`src/sv/hptm_pkg.sv`:
```
package hptm_pkg;

   // table geometry
   localparam int GROUP_BITS = 10;
   localparam int SLOT_BITS  = 3;
   localparam int ADDR_BITS  = GROUP_BITS + SLOT_BITS;
   localparam int DEPTH      = 1 << ADDR_BITS;
   localparam int ENTRY_BITS = 64;
   localparam int SCAN_BITS  = SLOT_BITS + 1;

   // word1 flag positions
   localparam int R_POS = 8;
   localparam int C_POS = 7;

   // request commands
   localparam logic [1:0] CMD_MAKE    = 2'd0;
   localparam logic [1:0] CMD_UPDATE  = 2'd1;
   localparam logic [1:0] CMD_MISS    = 2'd2;
   localparam logic [1:0] CMD_PRELOAD = 2'd3;

   // response status codes
   localparam logic [2:0] ST_UPDATED  = 3'd0;
   localparam logic [2:0] ST_DELETED  = 3'd1;
   localparam logic [2:0] ST_INS_FREE = 3'd2;
   localparam logic [2:0] ST_INS_EVCT = 3'd3;
   localparam logic [2:0] ST_NOCHANGE = 3'd4;
   localparam logic [2:0] ST_PRESENT  = 3'd5;

   typedef enum logic [2:0] {
      S_CLEAR,
      S_IDLE,
      S_SCAN,
      S_DECIDE
   } state_type;

   // controller to datapath
   typedef struct packed {
      logic clear_en;
      logic load;
      logic scan_en;
      logic commit;
   } ctl_cmd_type;

   // datapath to controller
   typedef struct packed {
      logic clear_done;
      logic scan_done;
      logic out_free;
   } ctl_sts_type;

endpackage

```
`src/sv/hptm_ctrl.sv`:
```
module hptm_ctrl
   import hptm_pkg::*;
(
   input  logic        clock,
   input  logic        reset,
   input  logic        req_valid,
   output logic        req_ready,
   input  ctl_sts_type sts,
   output ctl_cmd_type cmd
);

   state_type state_ff, state_in;

   // state register
   always_ff @(posedge clock) begin
      if (reset) begin
         state_ff <= S_CLEAR;
      end else begin
         state_ff <= state_in;
      end
   end

   // next state and commands
   always_comb begin
      state_in  = state_ff;
      cmd       = '0;
      req_ready = 1'b0;
      case (state_ff)
         S_CLEAR: begin
            cmd.clear_en = 1'b1;
            if (sts.clear_done) begin
               state_in = S_IDLE;
            end
         end
         S_IDLE: begin
            req_ready = 1'b1;
            if (req_valid) begin
               cmd.load = 1'b1;
               state_in = S_SCAN;
            end
         end
         S_SCAN: begin
            cmd.scan_en = 1'b1;
            if (sts.scan_done) begin
               state_in = S_DECIDE;
            end
         end
         S_DECIDE: begin
            if (sts.out_free) begin
               cmd.commit = 1'b1;
               state_in   = S_IDLE;
            end
         end
         default: begin
            state_in = S_CLEAR;
         end
      endcase
   end

endmodule

```
`config.mk`:
```
export PLATFORM = sky130hd
export DESIGN_NAME = hptm_ctrl
export DESIGN_NICKNAME = d
export VERILOG_FILES = /design/src/sv/hptm_pkg.sv /design/src/sv/hptm_ctrl.sv
export SDC_FILE = /design/constraint.sdc
export NUM_CORES = 1
export LEC_CHECK = 0
export BUFFER_PORTS_ARGS = -buffer_cell sky130_fd_sc_hd__buf_2
export CAP_MARGIN = 20
export CORE_AREA = 5 5 42 44
export DETAILED_ROUTE_END_ITERATION = 7
export DIE_AREA = 0 0 47 49
export GPL_ROUTABILITY_DRIVEN = 0
export SLEW_MARGIN = 40
export SYNTH_ARGS = -nofsm -noshare
export SYNTH_HDL_FRONTEND = slang
export SYNTH_SLANG_ARGS = --single-unit
```
`constraint.sdc`:
```
create_clock -name clock -period 3.3 [get_ports clock]
set_input_delay 0.165 -clock clock [delete_from_list [all_inputs] [get_ports clock]]
set_output_delay 0.165 -clock clock [all_outputs]
set_load 0.02 [all_outputs]
```
==> results.json <==
{
  "async_flop_share_pct": 0,
  "period_share_pct": 50.0,
  "drive_gt1_share_pct": 45.7,
  "rr_worst_depth": 5,
  "htree_num_levels": 1,
  "synthTopCellsByArea": "ha_1 (28%), dfxtp_1 (18%), a2111oi_4 (12%), mux2_4 (6.7%), nor2b_4 (6.1%)",
  "yosysMostFrequentCell": "ha_1",
  "fmax_mhz": 606,
  "status": "finished clean",
  "critPathMaxFanout": 4,
  "yosys.area.top_type_share_pct": 27.8,
  "setup_tns_ps": 0,
  "root_buffer": "clkbuf_4",
  "cts_resized": 0,
  "syn_inst": 22,
  "slowest_stage": "a2111oi_4",
  "start_util_pct": 16.1,
  "postCtsHoldBufs": 0,
  "avgSynthCellArea_um2": 10.2,
  "core_um2": 1400,
  "grt_pass1_wl_um": 752,
  "clkTransAtPathRegs_ps": 30,
  "slew_headroom_pct": 77.6,
  "drt_iter0_drc": 2,
  "largest_reg_flops": 2,
  "die_w_um": 47,
  "final_util_pct": 22.7,
  "synth_nets": 33,
  "final_cells": 51,
  "fill_cells": 169,
  "routed_wl_um": 458,
  "grt_overflow": 0,
  "clock_latency_ps": 230,
  "hold_depth": 3,
  "p_leak_uw": 0.000168,
  "rsz0062_at_grt": "false",
  "r2r_start": "state_ff[0]",
  "setup_viol": 0,
  "cts_buffer_depth": 2,
  "syn_area_um2": 225,
  "area_growth_pct": 41.1,
  "min_to": "state_ff[1]",
  "grt_pass1_vias": 181,
  "drv_slew": 0,
  "multi_input_area_um2": 174,
  "yosysSeqAreaShare_pct": 17.8,
  "rows": 14,
  "cts_tree": "yes",
  "cp.required_ps": 3410,
  "start_kind": "flop",
  "layout.nets": 48,
  "vdd.ir_drop.worst_v": 0.000236,
  "power.density_nw_per_um2": 895,
  "dieArea_um2": 2300,
  "wl_per_cell_um": 8.98,
  "route.detailed.drc": 0,
  "synth_edf_count": 0,
  "seq_area_um2": 40.0,
  "reg2reg_to": "state_ff[0]",
  "track_usage_pct": 5.34,
  "synth_warnings": 0,
  "placed_cells": 48,
  "antennaDiodeCount": 0,
  "cap_viol_max_count": 0,
  "ys.flop_type": "dfxtp_1",
  "antenna_found_initial": 0,
  "path_cells": "inv_1 -> ha_1 -> nor2b_4 -> a2111oi_4 -> mux2_4",
  "critPathMaxStageDelay_ps": 380,
  "numCtsBuffers": 3,
  "min_period_ps": 1650,
  "io_pins": 11,
  "ys_types": 11,
  "worst_setup_path_end_kind": "flop",
  "grt_max_degree": 5,
  "dp_hpwl_um": 396,
  "first_pass_iters": 2,
  "num_vias": 189,
  "synth_seq_cells": 2,
  "path_class": "reg2reg",
  "die_y_um": 49,
  "arrival_ps": 1760,
  "hp-start": "reset",
  "hold_class": "in2reg",
  "rrSetupSlack_ps": 1650,
  "yosys.area.top_type": "ha_1",
  "cts.sinks": 2,
  "fin_skew_ps": 3.62,
  "port-buffer-count": 10,
  "top_regs": "state_ff: 2 flops",
  "worstMarginPinSlew_ps": 336,
  "finalHoldViolations": 0,
  "synthTopCellsByCount": "ha_1 (5), inv_1 (3)",
  "post-cts-setup-buffers": 0,
  "antenna_left": 0,
  "vias_per_cell": 3.71,
  "largest_register": "state_ff"
}
final cells by class:
class                      count  share of cell area (%)
clock buffer                   3                    7.09
inverter                       3                    3.54
multi-input combinational     17                    54.7
sequential                     2                    12.6
tap                           16                    6.30
timing repair buffer          10                    15.7
kinds of logic after synthesis:
family                   Yosys count  synth area share [%]
buffers and inverters              3                  5.00
adder cells (fa/ha/maj)            5                  27.8
multiplexers                       2                  11.1
AO/OA/AOI/OAI                      1                  12.2
AND/OR/NAND/NOR                    9                  26.1
flip-flops                         2                  17.8
through the flow:
stage	setup WS, ps	hold WS [ps]	cell area [um2]	power, uW
global route	1570	267	318	312
CTS	1640	251	318	292
floorplan	1620	345	225	193
global placement	1660	484	295	228
finish	1650	252	318	284
detailed placement	1640	492	295	233
worst max-delay path, delay by kind of cell, from the launching register on:
family	cells	cell delay [ps]
compound gates	1	380
fa+ha+maj	1	210
mux	1	340
flops	1	370
simple gates	1	130
buf+inv	1	100
metal layers:
layer,up-vias,share of wire (%),track usage [%]
met3,2,14,4.80
li1,96,-,-
met4,0,3.7,5.53
met2,10,44,6.56
met1,81,38,4.80
met5,-,0,0
where the power goes:
| group | leakage [uW] | switching [uW] | total [uW] | internal, uW |
|---|---|---|---|---|
| Sequential | 0.0000166 | 12.6 | 49.0 | 36.4 |
| Clock | 0.0000138 | 15.3 | 55.6 | 40.2 |
| Combinational | 0.000138 | 93.8 | 180 | 85.9 |
| Total | 0.000168 | 122 | 284 | 162 |
worst max-delay path by stage:
stage | from | to | slack (ps) | cells after the start
finish | state_ff[0] | state_ff[0] | 1650 | 5
global route | state_ff[0] | state_ff[0] | 1570 | 5
CTS | state_ff[0] | state_ff[0] | 1640 | 5
detailed placement | state_ff[0] | state_ff[0] | 1640 | 5
global placement | state_ff[0] | state_ff[0] | 1660 | 5
floorplan | state_ff[0] | state_ff[0] | 1620 | 5
placed cells by master (no fill, tap or decap):
master / instances
nor2_1: 2
mux2i_1: 1
nor2b_1: 2
ha_1: 5
a2111oi_4: 1
inv_1: 3
buf_2: 10
and2_1: 2
mux2_4: 1
nand2b_1: 2
dfxtp_1: 2
clkbuf_4: 3
nor2b_4: 1
(Power assumes the default switching activity.)
